$ cat src/i2cms_pkg.sv
// ----------------------------------------------------------------------------
// I2C master transfer sequencer: shared definitions
// Buffer sizing, request and bus status codes, the transfer state type and
// the structures that pass between the sequencer modules.
// ----------------------------------------------------------------------------
package i2cms_pkg;

  // Transfer buffer depth, address byte included.
  localparam int BUFFER_DEPTH = 16;
  localparam int ADDR_W       = (BUFFER_DEPTH > 1) ? $clog2(BUFFER_DEPTH) : 1;
  // Position counter must be able to hold the depth itself.
  localparam int POS_W        = $clog2(BUFFER_DEPTH + 1);

  localparam logic [POS_W-1:0] POS_DEPTH = POS_W'(BUFFER_DEPTH);
  localparam logic [7:0]       LEN_CAP   = 8'(BUFFER_DEPTH);

  // Request types.
  localparam logic [1:0] REQ_LOAD  = 2'd0;
  localparam logic [1:0] REQ_START = 2'd1;
  localparam logic [1:0] REQ_EVENT = 2'd2;
  localparam logic [1:0] REQ_READ  = 2'd3;

  // Start modes.
  localparam logic [1:0] MODE_STOP     = 2'd1;
  localparam logic [1:0] MODE_AUTOREAD = 2'd2;

  // Bus status codes, low three bits masked off.
  localparam logic [7:0] STATUS_MASK     = 8'hF8;
  localparam logic [7:0] BS_START        = 8'h08;
  localparam logic [7:0] BS_RESTART      = 8'h10;
  localparam logic [7:0] BS_MT_SLA_ACK   = 8'h18;
  localparam logic [7:0] BS_MT_SLA_NACK  = 8'h20;
  localparam logic [7:0] BS_MT_DATA_ACK  = 8'h28;
  localparam logic [7:0] BS_MT_DATA_NACK = 8'h30;
  localparam logic [7:0] BS_ARB_LOST     = 8'h38;
  localparam logic [7:0] BS_MR_SLA_ACK   = 8'h40;
  localparam logic [7:0] BS_MR_SLA_NACK  = 8'h48;
  localparam logic [7:0] BS_MR_DATA_ACK  = 8'h50;
  localparam logic [7:0] BS_MR_DATA_NACK = 8'h58;

  // Read bit of the address byte.
  localparam logic [7:0] READ_BIT = 8'h01;

  typedef enum logic [2:0] {
    TS_IDLE     = 3'd0,
    TS_NOSTOP   = 3'd1,
    TS_STOP     = 3'd2,
    TS_AUTOREAD = 3'd3,
    TS_NAK_ADDR = 3'd4,
    TS_NAK_DATA = 3'd5,
    TS_ARB_LOST = 3'd6,
    TS_FATAL    = 3'd7
  } state_t;

  // One request as held in the input register.
  typedef struct packed {
    logic [1:0] req_type;
    logic [3:0] index;
    logic [7:0] data_byte;
    logic [7:0] bus_status;
    logic [1:0] mode;
    logic [7:0] length;
  } req_item_t;

  // Buffer write port.
  typedef struct packed {
    logic              en;
    logic [ADDR_W-1:0] addr;
    logic [7:0]        data;
  } buf_wr_t;

  // One result as held in the output register.
  typedef struct packed {
    logic [7:0] tx_byte;
    logic       tx_valid;
    logic       send_start;
    logic       send_stop;
    logic       ack_next;
    logic       irq_enabled;
    logic       bus_enabled;
    state_t     transfer_state;
    logic [7:0] last_status;
    logic [7:0] read_byte;
  } step_result_t;

endpackage

$ cat src/i2c_master_transfer_sequencer_core.sv
// ----------------------------------------------------------------------------
// I2C master transfer sequencer: top level
// Input register, step engine with its byte buffer, and result register.
// ----------------------------------------------------------------------------
// Each request (buffer load, transfer start, bus status event or buffer read)
// produces exactly one result. A request is registered on entry, worked out
// combinationally against the transfer state and registered again on exit,
// so the block takes one request every clock cycle while the result side
// does not stall. A result is presented in the cycle after the engine works
// out its request and is held until the result side takes it. The input
// stalls only while both the input and the result register are full and
// the result side stalls. The byte buffer comes out of reset undefined: bytes
// must be loaded before they are transmitted or read back.
module i2c_master_transfer_sequencer_core (
  input  logic       clk,
  input  logic       rst,
  // Request channel
  input  logic       in_valid,
  output logic       in_stall,
  input  logic [1:0] req_type,
  input  logic [3:0] index,
  input  logic [7:0] data_byte,
  input  logic [7:0] bus_status,
  input  logic [1:0] mode,
  input  logic [7:0] length,
  // Result channel
  output logic       out_valid,
  input  logic       out_stall,
  output logic [7:0] tx_byte,
  output logic       tx_valid,
  output logic       send_start,
  output logic       send_stop,
  output logic       ack_next,
  output logic       irq_enabled,
  output logic       bus_enabled,
  output logic [2:0] transfer_state,
  output logic [7:0] last_status,
  output logic [7:0] read_byte
);

  logic                           in_full;
  i2cms_pkg::req_item_t           in_item;
  logic                           fire;
  logic                           out_free;
  i2cms_pkg::step_result_t        out_res;
  i2cms_pkg::step_result_t        step_res;
  i2cms_pkg::buf_wr_t             buf_wr;
  logic [i2cms_pkg::ADDR_W-1:0]   buf_rd_addr;
  logic [7:0]                     buf_rd_data;
  logic [7:0]                     buf_first;

  // Flow control: work proceeds when the result register can take a result.
  assign out_free = !out_valid || !out_stall;
  assign fire     = in_full && out_free;
  assign in_stall = in_full && !out_free;

  // Input register.
  always_ff @(posedge clk) begin
    if (rst) begin
      in_full <= 1'b0;
    end else if (!in_stall) begin
      in_full <= in_valid;
    end
  end

  always_ff @(posedge clk) begin
    if (in_valid && !in_stall) begin
      in_item.req_type   <= req_type;
      in_item.index      <= index;
      in_item.data_byte  <= data_byte;
      in_item.bus_status <= bus_status;
      in_item.mode       <= mode;
      in_item.length     <= length;
    end
  end

  i2cms_buffer u_buffer (
    .clk        (clk),
    .wr         (buf_wr),
    .rd_addr    (buf_rd_addr),
    .rd_data    (buf_rd_data),
    .first_byte (buf_first)
  );

  i2cms_engine u_engine (
    .clk        (clk),
    .rst        (rst),
    .fire       (fire),
    .item       (in_item),
    .rd_data    (buf_rd_data),
    .first_byte (buf_first),
    .rd_addr    (buf_rd_addr),
    .wr         (buf_wr),
    .result     (step_res)
  );

  // Result register.
  always_ff @(posedge clk) begin
    if (rst) begin
      out_valid <= 1'b0;
    end else if (out_free) begin
      out_valid <= fire;
    end
  end

  always_ff @(posedge clk) begin
    if (fire) begin
      out_res <= step_res;
    end
  end

  assign tx_byte        = out_res.tx_byte;
  assign tx_valid       = out_res.tx_valid;
  assign send_start     = out_res.send_start;
  assign send_stop      = out_res.send_stop;
  assign ack_next       = out_res.ack_next;
  assign irq_enabled    = out_res.irq_enabled;
  assign bus_enabled    = out_res.bus_enabled;
  assign transfer_state = out_res.transfer_state;
  assign last_status    = out_res.last_status;
  assign read_byte      = out_res.read_byte;

`ifndef SYNTHESIS
  // Every request taken by the engine shows up in the result register.
  a_fire_to_result: assert property (@(posedge clk) disable iff (rst)
    fire |=> out_valid)
    else $error("processed request produced no result");

  // A byte to transmit never comes with a start or stop request.
  a_tx_exclusive: assert property (@(posedge clk) disable iff (rst)
    (out_valid && tx_valid) |-> (!send_start && !send_stop))
    else $error("transmit byte coincides with a bus condition");

  // A stalled result holds its value until it is taken.
  a_out_hold: assert property (@(posedge clk) disable iff (rst)
    (out_valid && out_stall) |=> (out_valid && $stable(out_res)))
    else $error("stalled result changed");
`endif

endmodule

$ cat src/i2cms_buffer.sv
// ----------------------------------------------------------------------------
// I2C master transfer sequencer: byte buffer
// Flip-flop store of the transfer bytes with one write port, one addressed
// read port and a fixed read of the address byte.
// ----------------------------------------------------------------------------
module i2cms_buffer (
  input  logic                          clk,
  input  i2cms_pkg::buf_wr_t            wr,
  input  logic [i2cms_pkg::ADDR_W-1:0]  rd_addr,
  output logic [7:0]                    rd_data,
  output logic [7:0]                    first_byte
);

  logic [7:0] mem [i2cms_pkg::BUFFER_DEPTH];

  // Single write port; contents are undefined until written.
  always_ff @(posedge clk) begin
    if (wr.en) begin
      mem[wr.addr] <= wr.data;
    end
  end

  // Reads are combinational: the store sits in flip-flops.
  assign rd_data    = mem[rd_addr];
  assign first_byte = mem[0];

endmodule

$ cat src/i2cms_engine.sv
// ----------------------------------------------------------------------------
// I2C master transfer sequencer: step engine
// Holds the transfer state and works out, in one pass, the effect of one
// request on that state, on the buffer and on the result.
// ----------------------------------------------------------------------------
module i2cms_engine (
  input  logic                         clk,
  input  logic                         rst,
  input  logic                         fire,
  input  i2cms_pkg::req_item_t         item,
  input  logic [7:0]                   rd_data,
  input  logic [7:0]                   first_byte,
  output logic [i2cms_pkg::ADDR_W-1:0] rd_addr,
  output i2cms_pkg::buf_wr_t           wr,
  output i2cms_pkg::step_result_t      result
);

  i2cms_pkg::state_t            mode_state, mode_state_next;
  logic [i2cms_pkg::POS_W-1:0]  position, position_next;
  logic [i2cms_pkg::POS_W-1:0]  transfer_length, transfer_length_next;
  logic                         ack_flag, ack_flag_next;
  logic                         irq_flag, irq_flag_next;
  logic                         enable_flag, enable_flag_next;
  logic [7:0]                   status_seen, status_seen_next;

  logic [7:0]                   stat;
  logic                         is_event;
  logic                         idx_ok;
  logic                         pos_full;
  logic                         pos_at_len;
  logic                         autoread_turn;
  logic [i2cms_pkg::POS_W:0]    pos_inc;
  logic [i2cms_pkg::POS_W:0]    len_ext;

  // Shared decode of the current request.
  assign stat          = item.bus_status & i2cms_pkg::STATUS_MASK;
  assign is_event      = (item.req_type == i2cms_pkg::REQ_EVENT) && irq_flag;
  assign idx_ok        = ({{(i2cms_pkg::POS_W+4){1'b0}}, item.index}
                         < (i2cms_pkg::POS_W+8)'(i2cms_pkg::BUFFER_DEPTH));
  assign pos_full      = (position >= i2cms_pkg::POS_DEPTH);
  assign pos_at_len    = (position == transfer_length);
  assign autoread_turn = (mode_state == i2cms_pkg::TS_AUTOREAD)
                         && (position == i2cms_pkg::POS_W'(2));
  assign pos_inc       = {1'b0, position} + (i2cms_pkg::POS_W+1)'(1);
  assign len_ext       = {1'b0, transfer_length};

  // The read port serves read requests, otherwise the transmit position.
  assign rd_addr = (item.req_type == i2cms_pkg::REQ_READ)
                   ? i2cms_pkg::ADDR_W'(item.index)
                   : i2cms_pkg::ADDR_W'(position);

  // Next state and buffer write.
  always_comb begin
    mode_state_next      = mode_state;
    position_next        = position;
    transfer_length_next = transfer_length;
    ack_flag_next        = ack_flag;
    irq_flag_next        = irq_flag;
    enable_flag_next     = enable_flag;
    status_seen_next     = status_seen;
    wr.en                = 1'b0;
    wr.addr              = i2cms_pkg::ADDR_W'(position);
    wr.data              = item.data_byte;

    if (item.req_type == i2cms_pkg::REQ_LOAD) begin
      wr.en   = idx_ok;
      wr.addr = i2cms_pkg::ADDR_W'(item.index);
    end else if (item.req_type == i2cms_pkg::REQ_START) begin
      if (item.mode == i2cms_pkg::MODE_STOP) begin
        mode_state_next = i2cms_pkg::TS_STOP;
      end else if (item.mode == i2cms_pkg::MODE_AUTOREAD) begin
        mode_state_next = i2cms_pkg::TS_AUTOREAD;
      end else begin
        mode_state_next = i2cms_pkg::TS_NOSTOP;
      end
      position_next        = '0;
      transfer_length_next = (item.length > i2cms_pkg::LEN_CAP)
                             ? i2cms_pkg::POS_DEPTH
                             : i2cms_pkg::POS_W'(item.length);
      ack_flag_next        = 1'b0;
      irq_flag_next        = 1'b1;
      enable_flag_next     = 1'b1;
    end else if (is_event) begin
      status_seen_next = stat;
      unique case (stat) inside
        i2cms_pkg::BS_START, i2cms_pkg::BS_RESTART: begin
          position_next = i2cms_pkg::POS_W'(1);
        end
        i2cms_pkg::BS_MT_SLA_ACK, i2cms_pkg::BS_MT_DATA_ACK: begin
          if (autoread_turn) begin
            // Register byte sent: turn the address into a read.
            mode_state_next = i2cms_pkg::TS_STOP;
            wr.en   = 1'b1;
            wr.addr = '0;
            wr.data = first_byte | i2cms_pkg::READ_BIT;
          end else if (pos_at_len) begin
            mode_state_next = i2cms_pkg::TS_IDLE;
          end else if (pos_full) begin
            mode_state_next  = i2cms_pkg::TS_FATAL;
            ack_flag_next    = 1'b0;
            enable_flag_next = 1'b0;
          end else begin
            position_next = pos_inc[i2cms_pkg::POS_W-1:0];
          end
        end
        i2cms_pkg::BS_MT_SLA_NACK, i2cms_pkg::BS_MR_SLA_NACK: begin
          mode_state_next = i2cms_pkg::TS_NAK_ADDR;
        end
        i2cms_pkg::BS_MT_DATA_NACK: begin
          mode_state_next = i2cms_pkg::TS_NAK_DATA;
        end
        i2cms_pkg::BS_ARB_LOST: begin
          mode_state_next = i2cms_pkg::TS_ARB_LOST;
        end
        i2cms_pkg::BS_MR_SLA_ACK: begin
          ack_flag_next = (pos_inc < len_ext);
        end
        i2cms_pkg::BS_MR_DATA_ACK: begin
          if (pos_full) begin
            mode_state_next  = i2cms_pkg::TS_FATAL;
            ack_flag_next    = 1'b0;
            enable_flag_next = 1'b0;
          end else begin
            wr.en         = 1'b1;
            position_next = pos_inc[i2cms_pkg::POS_W-1:0];
            ack_flag_next = ((pos_inc + (i2cms_pkg::POS_W+1)'(1)) < len_ext);
          end
        end
        i2cms_pkg::BS_MR_DATA_NACK: begin
          if (pos_full) begin
            mode_state_next  = i2cms_pkg::TS_FATAL;
            ack_flag_next    = 1'b0;
            enable_flag_next = 1'b0;
          end else begin
            wr.en           = 1'b1;
            position_next   = pos_inc[i2cms_pkg::POS_W-1:0];
            mode_state_next = i2cms_pkg::TS_IDLE;
          end
        end
        default: begin
          // Bus error, no-info and unknown codes all end as fatal.
          irq_flag_next   = 1'b0;
          mode_state_next = i2cms_pkg::TS_FATAL;
        end
      endcase
    end

    // Nothing is written unless the request is really taken.
    wr.en = wr.en && fire;
  end

  // Result outputs for this step.
  always_comb begin
    result                = '0;
    result.ack_next       = ack_flag_next;
    result.irq_enabled    = irq_flag_next;
    result.bus_enabled    = enable_flag_next;
    result.transfer_state = mode_state_next;
    result.last_status    = status_seen_next;

    if (item.req_type == i2cms_pkg::REQ_READ) begin
      result.read_byte = idx_ok ? rd_data : 8'h00;
    end else if (item.req_type == i2cms_pkg::REQ_START) begin
      result.send_start = 1'b1;
    end else if (is_event) begin
      unique case (stat) inside
        i2cms_pkg::BS_START, i2cms_pkg::BS_RESTART: begin
          result.tx_byte  = first_byte;
          result.tx_valid = 1'b1;
        end
        i2cms_pkg::BS_MT_SLA_ACK, i2cms_pkg::BS_MT_DATA_ACK: begin
          if (autoread_turn) begin
            result.send_start = 1'b1;
          end else if (pos_at_len) begin
            result.send_stop = (mode_state == i2cms_pkg::TS_STOP);
          end else if (!pos_full) begin
            result.tx_byte  = rd_data;
            result.tx_valid = 1'b1;
          end
        end
        i2cms_pkg::BS_MT_SLA_NACK, i2cms_pkg::BS_MR_SLA_NACK,
        i2cms_pkg::BS_MT_DATA_NACK: begin
          result.send_stop = 1'b1;
        end
        i2cms_pkg::BS_MR_DATA_NACK: begin
          result.send_stop = !pos_full && (mode_state == i2cms_pkg::TS_STOP);
        end
        default: begin
          result.send_stop = 1'b0;
        end
      endcase
    end
  end

  // State registers, updated only when a request is taken.
  always_ff @(posedge clk) begin
    if (rst) begin
      mode_state      <= i2cms_pkg::TS_IDLE;
      position        <= '0;
      transfer_length <= '0;
      ack_flag        <= 1'b0;
      irq_flag        <= 1'b0;
      enable_flag     <= 1'b0;
      status_seen     <= '0;
    end else if (fire) begin
      mode_state      <= mode_state_next;
      position        <= position_next;
      transfer_length <= transfer_length_next;
      ack_flag        <= ack_flag_next;
      irq_flag        <= irq_flag_next;
      enable_flag     <= enable_flag_next;
      status_seen     <= status_seen_next;
    end
  end

`ifndef SYNTHESIS
  // The position never runs past the end of the buffer.
  a_position_bound: assert property (@(posedge clk) disable iff (rst)
    position <= i2cms_pkg::POS_DEPTH)
    else $error("transfer position beyond buffer depth");

  // The stored length is always clamped to the buffer depth.
  a_length_bound: assert property (@(posedge clk) disable iff (rst)
    transfer_length <= i2cms_pkg::POS_DEPTH)
    else $error("transfer length not clamped");

  // A taken start request leaves the transfer armed at its first byte.
  a_start_arms: assert property (@(posedge clk) disable iff (rst)
    (fire && (item.req_type == i2cms_pkg::REQ_START))
    |=> (irq_flag && enable_flag && !ack_flag && (position == '0)))
    else $error("start request did not arm the transfer");
`endif

endmodule

$ cat config.mk
export PLATFORM = sky130hd
export DESIGN_NAME = i2c_master_transfer_sequencer_core
export DESIGN_NICKNAME = d
export VERILOG_FILES = /design/src/i2cms_pkg.sv /design/src/i2c_master_transfer_sequencer_core.sv /design/src/i2cms_buffer.sv /design/src/i2cms_engine.sv
export SDC_FILE = /design/constraint.sdc
export NUM_CORES = 1
export LEC_CHECK = 0
export ABC_AREA = 1
export CAP_MARGIN = 20
export CORE_MARGIN = 5
export CORE_UTILIZATION = 28
export CTS_BUF_LIST = sky130_fd_sc_hd__clkbuf_16
export DETAILED_ROUTE_END_ITERATION = 16
export DONT_BUFFER_PORTS = 1
export REMOVE_ABC_BUFFERS = 1
export SYNTH_ARGS = -nofsm -noshare
export SYNTH_HDL_FRONTEND = slang
export SYNTH_SLANG_ARGS = --single-unit
$ cat constraint.sdc
create_clock -name clk -period 2.5 [get_ports clk]
set_input_delay 0.25 -clock clk [delete_from_list [all_inputs] [get_ports clk]]
set_output_delay 0.25 -clock clk [all_outputs]
set_load 0.02 [all_outputs]
# Yosys cells after proc, flatten, opt, wreduce, memory -nomap -nowiden

Memory sizes are Yosys's and may differ from the RTL's.
Index checks and enable logic that the tools add are counted.

Add/sub/neg operators: 2
Magnitude comparators: 4
Eq/ne operators: 22
Mux-type cells: 61
Bitwise logic cells: 2
Reductions and logical operators: 26

Operators with widths:

| operator                                                      | count |
|---|---|
| 2-to-1 mux 13 bit                                             | 3 |
| 2-to-1 mux 5 bit                                              | 7 |
| 2-to-1 mux 8 bit                                              | 4 |
| 2-to-1 mux 9 bit                                              | 3 |
| 2-to-1 mux 1 bit                                              | 25 |
| 2-to-1 mux 3 bit                                              | 7 |
| one-hot mux 3 bit (7 select lines)                            | 1 |
| equality test 5 x 3 -> 1 bit, second input constant           | 4 |
| equality test 5 x 4 -> 1 bit, second input constant           | 4 |
| one-hot mux 9 bit (2 select lines)                            | 1 |
| equality test 5 x 2 -> 1 bit, second input constant           | 3 |
| one-hot mux 5 bit (3 select lines)                            | 1 |
| < comparator 6 x 5 -> 1 bit                                   | 2 |
| 2-to-1 mux 12 bit                                             | 1 |
| OR reduction 11 bit                                           | 1 |
| OR reduction 3 bit                                            | 3 |
| greater-than comparator 8 x 5 -> 1 bit, second input constant | 1 |
| OR reduction 2 bit                                            | 4 |
| logical AND 1 bit                                             | 7 |
| adder 5 x 1 -> 6 bit, second input constant                   | 1 |
| adder 6 x 1 -> 6 bit, second input constant                   | 1 |
| equality test 2 bit, second input constant                    | 3 |
| equality test 3 x 2 -> 1 bit, second input constant           | 2 |
| 2-to-1 mux 2 bit                                              | 3 |
| other kinds (17)                                              | 25 |

Register bits after elaboration: 91
RAM bits: 128
Bits of input ports: 36
Output and inout port bits: 35
Logic and storage cells: 143
Memories: 1

Memory list:

| name         | depth | width | rd ports | clocked after memory_dff | write ports | RTL line           | text |
|---|---|---|---|---|---|---|---|
| u_buffer.mem | 16    | 8     | 2        | 0                        | 1           | i2cms_buffer.sv:14 | `logic [7:0] mem [i2cms_pkg::BUFFER_DEPTH];` |

# Longest topological paths before layout

Gate-level depths: netlist of the first run.

Word-level depth: 10
Mapped depth: 17
Gate-level depth less buffers: 16

# Hierarchy

From an unflattened synthesis of the first run, not the netlist that was laid out.

Cells, all modules: 1047
Area, all modules: 10146.0 um^2

By module, submodules not included:

| module                             | times used | cells each | area each (um^2) | seq. area each (um^2) |
|---|---|---|---|---|
| i2cms_buffer                       | 1          | 545        | 5621.6           | 3843.7 |
| i2cms_engine                       | 1          | 425        | 2481.1           | 480.5 |
| i2c_master_transfer_sequencer_core | 1          | 77         | 2043.2           | 1991.9 |

# Worst setup path before layout of the first run

OpenSTA, ideal clock, no wires.

Path kind: flip-flop to flip-flop
Start point: reg u_engine.position[0] (netlist name)
End point: mem u_buffer.mem[0][1] (data pin)
Library setup time: 0.330 ns
Data arrival time: 2.222 ns
Data required time: 2.170 ns
Slack: -0.052 ns
Cell stages (with the launch flop): 10
Buffers on the path: 3
Clock period less this slack: 2.552 ns
Path through: dfxtp_1 > buf_2 > inv_1 > ha_1 > nand2_1 > nor3_4 > nand3_1 > buf_2 > clkbuf_1 > o21ai_0

RTL lines:

| what                     | RTL line            | text |
|---|---|---|
| start: declaration       | i2cms_engine.sv:19  | `logic [i2cms_pkg::POS_W-1:0] position, position_next;` |
| start signal: assignment | i2cms_engine.sv:207 | `position <= position_next;` |
| end: declaration         | i2cms_buffer.sv:14  |  |

# Worst setup path in the final report of the first run

Start point: reg in_item[31] (netlist name)
End point: reg out_res (netlist bit tx_byte[1]) (data pin)

Cells in the longest elaborated chain, start to end: 7
Elaborated cells on any way between the ends: 12
Those cells by class: 3 x eq/ne; 5 x mux; 1 x bitwise; 2 x reduce/logical; 1 x memory

Ends and longest elaborated chain:

| what                               | RTL line                                  | text |
|---|---|---|
| start: declaration                 | i2c_master_transfer_sequencer_core.sv:42  | `i2cms_pkg::req_item_t in_item;` |
| equality test 2 bit                | i2cms_engine.sv:48, i2cms_engine.sv:161   |  |
| 2-to-1 mux 4 bit                   | i2cms_engine.sv:49                        | `? i2cms_pkg::ADDR_W'(item.index)` |
| memory (16 x 8 bit)                | --                                        |  |
| 2-to-1 mux 9 bit                   | i2cms_engine.sv:176                       | `end else if (!pos_full) begin` |
| 2-to-1 mux 9 bit                   | i2cms_engine.sv:174                       | `end else if (pos_at_len) begin` |
| 2-to-1 mux 9 bit                   | i2cms_engine.sv:172                       | `if (autoread_turn) begin` |
| one-hot mux 9 bit (2 select lines) | i2cms_engine.sv:166                       | `unique case (stat) inside` |
| end signal: assignment             | i2c_master_transfer_sequencer_core.sv:108 | `out_res <= step_res;` |
| end: declaration                   | i2c_master_transfer_sequencer_core.sv:45  | `i2cms_pkg::step_result_t out_res;` |

Parallel ways exist; a longest one is shown, timed or not.
A chain may end at the register's enable or synchronous reset.

==> results.md, run 1 <==
Status:
- The run finished with clean final reports.

Timing:
- Setup violations remaining at the end of the flow were counted as 0.
- The worst hold margin is 61.3 ps.
- The achievable clock frequency is 0.423 GHz.
- The shortest clock period the worst path allows after layout is 2370 ps.
- The worst max-slew margin expressed relative to the limit is 0.496.
- The slew of the pin with the lowest slew margin is 754 ps.
- The final clock skew is 11.6 ps.
- The hold violation count in the final report is 0.
- The final cycle utilization of the critical path is 0.946.
- Setup repair after global routing could not meet its margin everywhere.
- The total count of max-transition violations in the final report is 0.

Critical path:
- Across all register-to-register paths, the minimum setup slack is 130 ps.
- The data required time of the worst path is 2740 ps.
- For the worst setup path, the data arrival time is 2610 ps.
- The category of the worst setup path launch point is a flop.
- The type of element capturing the critical path is a flop.
- Counting cells, the worst reg-to-reg path comes to 9.
- Along the worst path, the maximum fanout reaches 16.
- The critical register-to-register path startpoint is in_item[31].
- The start-to-end type of the worst setup path is flop to flop.
- The endpoint identified for the worst register-to-register timing path is tx_byte[1].

Placement:
- Port buffering added 0 buffers.
- The number of placed instances, taps included is 1,353.
- At the end of routability-driven placement, the weighted congestion stood at 0.853.
- Detailed placement finished with a half-perimeter wire length of 15,800 um.

Route:
- The pre-antenna-repair detailed-routing pass consisted of 5 iterations.
- Once detail routing completed, the nets flagged for antenna violations numbered 0.
- The post-detailed-route DRC marker count is 0.
- For this block, the via count after detailed routing is 6,684.
- The final layout contains routed wiring with a total length of 23,300 um.
- Dividing the detail-routed via count by the number of cells gives 4.64.
- For this block, the initial DRC count from the detailed router was 528.
- Dividing the detail-routed wire length by the instance count gives 16.1 um.

Logic synthesis:
- The number of warnings reported in the yosys synthesis log is 0.
- The post-synthesis share of cell area spent on xor and xnor gates is 0.00641.
- In this run, synthesis inferred 190 flip-flops with an integrated enable.
- The share of the yosys chip area belonging to registers is 0.651.
- Synthesis handed over a netlist of 887 instances.
- The basic-gate share of the synthesized area counting and, or, nand and nor cells is 0.150.
- The fraction of synthesized area in multiplexers is 0.
- The count of cell types in the netlist is 42.
- The area of the mapped netlist is 9570 um2.
- The fraction of synthesis flops using an asynchronous set or reset pin is 0.
- The largest family of logic cells by synthesized area is simple AND/OR/NAND/NOR gates.
- The most used flip-flop cell after synthesis is sky130_fd_sc_hd__edfxtp_1.
- The complex-gate fraction of the synthesized area is 0.121.
- Synthesis inferred 216 register bits.
- The arithmetic-cell share of the synthesized area counting full adders, half adders and majority gates is 0.0196.
- The per-instance average area after synthesis is 10.8 um2.

Die:
- The core region is 33,600 um2.
- For this design the top-level I/O count stands at 71.
- The die is 195 um wide.
- The die covers 38,000 um2.
- The initial utilization of the core area, before any placement, comes to 0.285.
- The row count is 67.
- The die height is 195 um.

Layout:
- The post-layout net count is 1,019.
- The relative area change from synthesis to final layout is 21.1%.
- The combined flip-flop and latch cell area is 6230 um2.
- The library cell used most frequently in the layout, excluding fill and tap cells, is sky130_fd_sc_hd__edfxtp_1.
- The multi-input combinational cells in the finished layout cover a total of 2850 um2.
- The top cell types in the final layout, fill and taps aside, are sky130_fd_sc_hd__edfxtp_1 (190), sky130_fd_sc_hd__nand2_1 (145), sky130_fd_sc_hd__nor2_1 (125).
- The layout has 3,325 filler cells.
- The fraction of final layout cells sized beyond drive strength 1 is 0.124.
- The non-filler instance count after layout is 1,440.

GRT:
- The met3 track utilization from global routing is 0.0225.
- The global routing stage identified its most utilized layer as met2.
- The largest net degree at the start of global routing is 56.
- The met2 demand-to-capacity share in global routing is 0.186.
- The initial antenna violation count was 6.
- For this run, global-route usage on met1 was measured as 0.167.
- In the global route stage, overall resource usage came out at 0.118.
- After global routing the overflow that remains totals 0.
- The first-pass GRT wire length is 36,300 um.
- The number of global-route vias before repair came to 6,539.

Pwr:
- Total power for the finished layout comes to 8140 uW.
- The static leakage is 0.00423 uW.
- For this design the ratio of total power to cell area is 702 nW/um2.
- Across the VDD grid, the largest voltage drop is 506 uV.

Clocking:
- The maximum root-to-sink buffer count is 3.
- The total clock buffers created by CTS is 24.
- The clock-pin slew of the registers on the worst-case setup and hold paths is 60 ps.
- CTS built an H-tree with a depth of 1.
- The insertion delay to the later sink of the worst-skew pair is 510 ps.
- The number of clock sinks is 216.
- The master cell of the clock root buffer is sky130_fd_sc_hd__clkbuf_16.
- The TritonCTS clock tree is done.

Flow run:
- The number of max-cap violations is 0.

Min path:
- In this run the worst hold path is classified as primary input to flop.
- The path with the worst hold slack has its endpoint at u_engine.position[4].
- In this run the most critical hold path is launched from rst.
- The hold path depth is 3.
-- cell usage after synthesis (3+ instances only) --
cell | n | area, um2
sky130_fd_sc_hd__edfxtp_1 | 190 | 5710
sky130_fd_sc_hd__a21oi_1 | 47 | 235
sky130_fd_sc_hd__clkbuf_1 | 10 | 37.5
sky130_fd_sc_hd__nor3_1 | 5 | 25.0
sky130_fd_sc_hd__o21ai_1 | 12 | 60.1
sky130_fd_sc_hd__ha_1 | 15 | 188
sky130_fd_sc_hd__nand2_1 | 145 | 544
sky130_fd_sc_hd__buf_2 | 19 | 95.1
sky130_fd_sc_hd__o22ai_1 | 3 | 18.8
sky130_fd_sc_hd__o21ai_0 | 65 | 325
sky130_fd_sc_hd__nor2_1 | 128 | 480
sky130_fd_sc_hd__a211oi_1 | 5 | 37.5
sky130_fd_sc_hd__nand4_1 | 4 | 25.0
sky130_fd_sc_hd__buf_4 | 5 | 37.5
sky130_fd_sc_hd__inv_1 | 76 | 285
sky130_fd_sc_hd__o211ai_1 | 46 | 345
sky130_fd_sc_hd__dfxtp_1 | 26 | 521
sky130_fd_sc_hd__xor2_1 | 3 | 26.3
sky130_fd_sc_hd__buf_6 | 3 | 33.8
sky130_fd_sc_hd__nand3_1 | 44 | 220
sky130_fd_sc_hd__o21ai_2 | 3 | 26.3
sky130_fd_sc_hd__xnor2_1 | 4 | 35.0
sky130_fd_sc_hd__a31oi_1 | 3 | 18.8
-- worst max-delay path by stage --
| stage | startpoint | end | slack, ps | cells past startpoint |
|---|---|---|---|---|
| final | in_item[31] | tx_byte[1] | 130 | 9 |
| after global routing | in_item[30] | u_buffer.mem[14][2] | -10 | 9 |
| after CTS | in_item[31] | tx_byte[1] | 120 | 9 |
| after global placement | u_engine.position[0] | u_buffer.mem[2][3] | 170 | 10 |
| after floorplan | in_item[30] | u_buffer.mem[3][0] | -530 | 9 |
| after detailed placement | in_item[31] | tx_byte[1] | 140 | 9 |
-- worst max-delay path, cell delays in order, from the launching register on --
cell                       delay, ps
sky130_fd_sc_hd__edfxtp_1        500
sky130_fd_sc_hd__nand2_4         180
sky130_fd_sc_hd__buf_4           140
sky130_fd_sc_hd__o21ai_2          50
sky130_fd_sc_hd__inv_1           530
sky130_fd_sc_hd__o211ai_1        230
sky130_fd_sc_hd__nand3_1         190
sky130_fd_sc_hd__nand2_1         100
sky130_fd_sc_hd__nand2_1          80
sky130_fd_sc_hd__a21oi_1          90
-- power breakdown --
part / total (uW) / internal (uW) / switching [uW] / leakage, uW
clock network: 3440 / 2060 / 1380 / 0.000393
logic: 611 / 213 / 398 / 0.00187
registers: 4080 / 4010 / 74.2 / 0.00196
total: 8140 / 6290 / 1850 / 0.00423
-- state kept, by name, indices dropped and copies added (netlist names) --
register,flops
u_buffer.mem,128
in_item,29
last_status,8
read_byte,8
tx_byte,8
u_engine.status_seen,8
u_engine.position,5
u_engine.transfer_length,5
transfer_state,3
u_engine.mode_state,3
ack_next,1
bus_enabled,1
in_full,1
irq_enabled,1
out_valid,1
send_start,1
send_stop,1
tx_valid,1
u_engine.ack_flag,1
u_engine.enable_flag,1
u_engine.irq_flag,1
-- logic make-up (layout without fill, tap and decap cells) --
logic type / Yosys count / in the layout
AND/OR/NAND/NOR: 340 / 340
other: 0 / 6
XOR/XNOR: 7 / 7
adder cells (fa/ha/maj): 15 / 15
buffers and inverters: 117 / 216
AO/OA/AOI/OAI: 192 / 192
flip-flops: 216 / 216
-- layout make-up --
cell class / count / share of cell area
Antenna cell: 6 / 0.00130
Sequential cell: 216 / 0.538
Tap cell: 448 / 0.0484
Clock buffer: 24 / 0.0518
Timing Repair Buffer: 93 / 0.0733
Multi-Input combinational cell: 554 / 0.246
Clock inverter: 20 / 0.0160
Inverter: 79 / 0.0256
-- through the flow --
stage | setup WS (ps) | cell area (um2) | TNS [ps] | utilization
after floorplan | -526 | 9360 | -114020 | -
after global placement | 165 | 10400 | 0 | 0.309
after detailed placement | 139 | 10400 | 0 | 0.309
after CTS | 125 | 11500 | 0 | 0.342
after global routing | -13.3 | 11600 | -245 | 0.345
final | 134 | 11600 | 0 | 0.345
-- routing by layer --
layer	vias up	routed length, um	share of wire
li1	3290	-	-
met1	3187	10800	0.47
met5	-	0	0
met4	0	443	0.019
met2	176	10600	0.46
met3	31	1350	0.058
-- repair_timing --
action	4_1_cts	5_1_grt
setup buffers	0	4
setup endpoints to repair	0	133
endpoints found under the hold margin	44	0
gates resized for setup	0	7
hold buffers	32	0
Note: power is estimated with default switching activity, not from simulation.
==> run 2: changes to the inputs <==
- CELL_PAD_IN_SITES_DETAIL_PLACEMENT: not set -> 0
- CELL_PAD_IN_SITES_GLOBAL_PLACEMENT: not set -> 2
- CTS_CLUSTER_DIAMETER: not set -> 120
- PLACE_DENSITY_LB_ADDON: not set -> 0.1
==> run 2 against run 1 <==
Non-clock buffer count up 17. Total power up 1.1%. First-iteration DRC count down 31%. Sequential power about the same. Wire length up 18%. Global-route usage up 2.1 points. Clock power about the same. Via count down 0.36%. Die area unchanged. Largest power group unchanged. Count of clock-buffer cells in the layout up 2. Worst setup slack better by 4.3 ps. Sequential cell count unchanged.
==> results.md, run 2 (synthesized netlist as in run 1, its figures left out) <==
Status:
- The run finished with clean final reports.

Placement:
- The final weighted congestion of routability-driven global placement is 0.771 (-9.6%).
- The total half-perimeter wirelength after legalization and detailed placement is 18,400 um (+17%).
- The number of buffer cells added on primary ports is 0 (unchanged).
- The worst setup slack before clock tree synthesis is 64.8 ps (-74.4 ps).
- The placed instance area is 10,500 um2 (+1.0%).
- The number of placed instances, taps included is 1,364 (+0.81%).

GRT:
- The number of global-route vias before repair is 6,879 (+5.2%).
- The largest net degree at the start of global routing is 44 (-21%).
- The met2 demand-to-capacity share in global routing is 0.243 (+0.0564).
- The met3 track utilization from global routing came to 0.0222 (-0.000346).
- The initial antenna violation count is 0 (-6).
- In this run the most used layer during global routing was met2.
- The global-route met1 utilization is 0.183 (+0.0163).
- The first-pass GRT wire length was 41,200 um (+14%).
- The total global routing track utilization came to 0.140 (+0.0214).
- The residual overflow from global routing is 0 (unchanged).

Die:
- The die extent in x is 195 um (unchanged).
- The row count is 67 (unchanged).
- The count of pins on the block boundary is 71 (unchanged).
- The initial standard-cell utilization of the core is 0.285 (unchanged).
- The die height came to 195 um (unchanged).
- The core region area is 33,600 um2 (unchanged).
- The total die area was 38,000 um2 (unchanged).

Route:
- The via count was 6,660 (-0.36%).
- The routed wirelength normalized by instance count was 18.8 um (+16%).
- The post-route antenna net violation count is 0 (unchanged).
- The total wirelength of the detailed-routed design is 27,300 um (+18%).
- The post-detailed-route DRC marker count was 0 (unchanged).
- The first-iteration detailed-routing DRC count is 366 (-31%).
- The number of iterations in the first detailed-routing pass is 4 (-1).
- The vias per cell came to 4.58 (-1.3%).

Timing:
- The slew of the pin with the lowest slew margin is 776 ps (+21.4 ps).
- The shortest clock period the worst path allows after layout is 2360 ps (-4.30 ps).
- The final clock skew is 21.4 ps (+9.80 ps).
- The setup violation total in the final timing report is 0 (unchanged).
- The achievable clock frequency is 0.424 GHz (+0.18%).
- The total count of max-transition violations in the final report is 0 (unchanged).
- The hold violation count in the final report is 0 (unchanged).
- The worst max-slew margin expressed relative to the limit is 0.481 (-0.0143).
- The final cycle utilization of the critical path was 0.944 (-0.00172).
- The final worst setup slack is 139 ps (+4.30 ps).

Layout:
- Relative to the synthesized area, the layout overhead comes to 22.8%.
- The utilization after layout is 0.349 (+0.00491).
- The library cells used most frequently in the layout, excluding fill and tap cells, are sky130_fd_sc_hd__edfxtp_1 (190), sky130_fd_sc_hd__nand2_1 (145), sky130_fd_sc_hd__nor2_1 (127).
- The number of flip-flops in the largest register was 128 (unchanged).
- The library cell used most frequently in the layout, excluding fill and tap cells, is sky130_fd_sc_hd__edfxtp_1.
- The post-layout net count is 1,038 (+1.9%).
- The antenna diode count is 0 (-6).
- The final cell area excluding filler cells was 11,700 um2 (+1.4%).
- The non-filler instance count after layout was 1,454 (+0.97%).
- The register with the highest flop count is u_buffer.mem.
- The fraction of final layout cells sized beyond drive strength 1 is 0.134 (+0.0105).
- The largest registers in the layout are u_buffer.mem (128), in_item (29).

Min path:
- The hold path depth is 3 (unchanged).
- For hold timing, the worst endpoint is u_engine.status_seen[1].
- The startpoint identified for the worst hold timing path is rst.
- In this run the worst hold path is classified as primary input to flop.

Clocking:
- The insertion delay to the later sink of the worst-skew pair came to 540 ps (+30 ps).
- The total clock buffers created by CTS was 26 (+8.3%).
- The clock-pin slew of the registers on the worst-case setup and hold paths is 60 ps (about the same).
- CTS placed an instance of sky130_fd_sc_hd__clkbuf_16 at the clock tree root.
- The maximum root-to-sink buffer count is 3 (unchanged).
- TritonCTS built the clock tree.
- The number of clock sinks is 216 (unchanged).
- The number of levels the H-tree was split into is 1 (unchanged).

Critical path:
- The signal arrival time at the worst endpoint is 2620 ps (about the same).
- The data required time of the worst path is 2760 ps (+20 ps).
- STA classifies the critical path endpoint as a flop.
- The worst reg-to-reg setup slack was 140 ps (about the same).
- The depth of the worst register-to-register path is 9 (unchanged).
- The category of the worst setup path launch point is a flop.
- Walking the worst path, the cells encountered are nand2_4 -> buf_4 -> o21ai_2 -> inv_1 -> o211ai_1 -> nand3_1 -> nand2_1 -> nand2_1 -> a21oi_1.
- The critical register-to-register path startpoint is in_item[31].
- The longest individual stage delay on the worst path is 470 ps (-60 ps).
- The cell seen most often among critical-path stages is sky130_fd_sc_hd__nand2_1.
- The start-to-end type of the worst setup path is flop to flop.
- The slowest cell on the critical path is sky130_fd_sc_hd__inv_1.
- The biggest fanout along the worst timing path was 16 (unchanged).
- In this run the critical register-to-register path is captured at tx_byte[2].

Pwr:
- The static leakage was 0.00434 uW (+2.6%).
- The ratio of total power to cell area is 700 nW/um2 (-0.36%).
- The maximum ir drop on the vdd rail is 447 uV (-12%).

Flow run:
- The number of max-cap violations is 0 (unchanged).
## run 2: worst max-delay path by stage
stage | startpoint | cells past startpoint | to | slack, ps
6_report | in_item[31] | 9 | tx_byte[2] | 140
3_5_place_dp | in_item[30] | 9 | tx_byte[2] | 60
5_1_grt | in_item[30] | 11 | tx_byte[5] | -10
2_1_floorplan | in_item[30] | 9 | u_buffer.mem[3][0] | -530
4_1_cts | in_item[30] | 9 | tx_byte[2] | 60
3_3_place_gp | in_item[30] | 9 | tx_byte[2] | 110
## run 2: timing repair
action	CTS	global route
resized for setup	0	5
buffers inserted	0	9
endpoints found under the hold margin	44	0
hold buffers	32	0
setup endpoints to repair	0	112
## run 2: report_power, final
part,switching (uW),leakage [uW],total (uW),internal (uW)
combinational,426,0.00197,663,237
clock,1480,0.000401,3470,1990
sequential,74.9,0.00196,4090,4010
total,1980,0.00434,8220,6240
## run 2: final cells by class
type / count / area, um2
inverters: 79 / 297
flip-flops and latches: 216 / 6230
multi-input cells: 554 / 2840
fillers: 3352 / 21900
well taps: 448 / 561
repair buffers: 110 / 1040
clock buffers: 26 / 651
clock inverters: 21 / 138
## run 2: layer usage
layer	vias up	routed length, um
li1	3311	-
met1	3184	12400
met2	126	13400
met3	39	959
met4	0	617
met5	-	0
## run 2: critical path: cells and delay by family (launching register included)
family	cells	cell delay, ps
flops	1	460
compound gates	3	380
simple gates	4	630
buf+inv	2	630
## run 2: per-stage QoR
| step | setup TNS, ps | power (uW) | hold slack, ps |
|---|---|---|---|
| floorplan | -114020 | 4490 | 319 |
| global placement | 0 | 4760 | 322 |
| detailed placement | 0 | 4760 | 325 |
| CTS | 0 | 8340 | 83.4 |
| global route | -50.3 | 8560 | 123 |
| finish | 0 | 8220 | 90.3 |
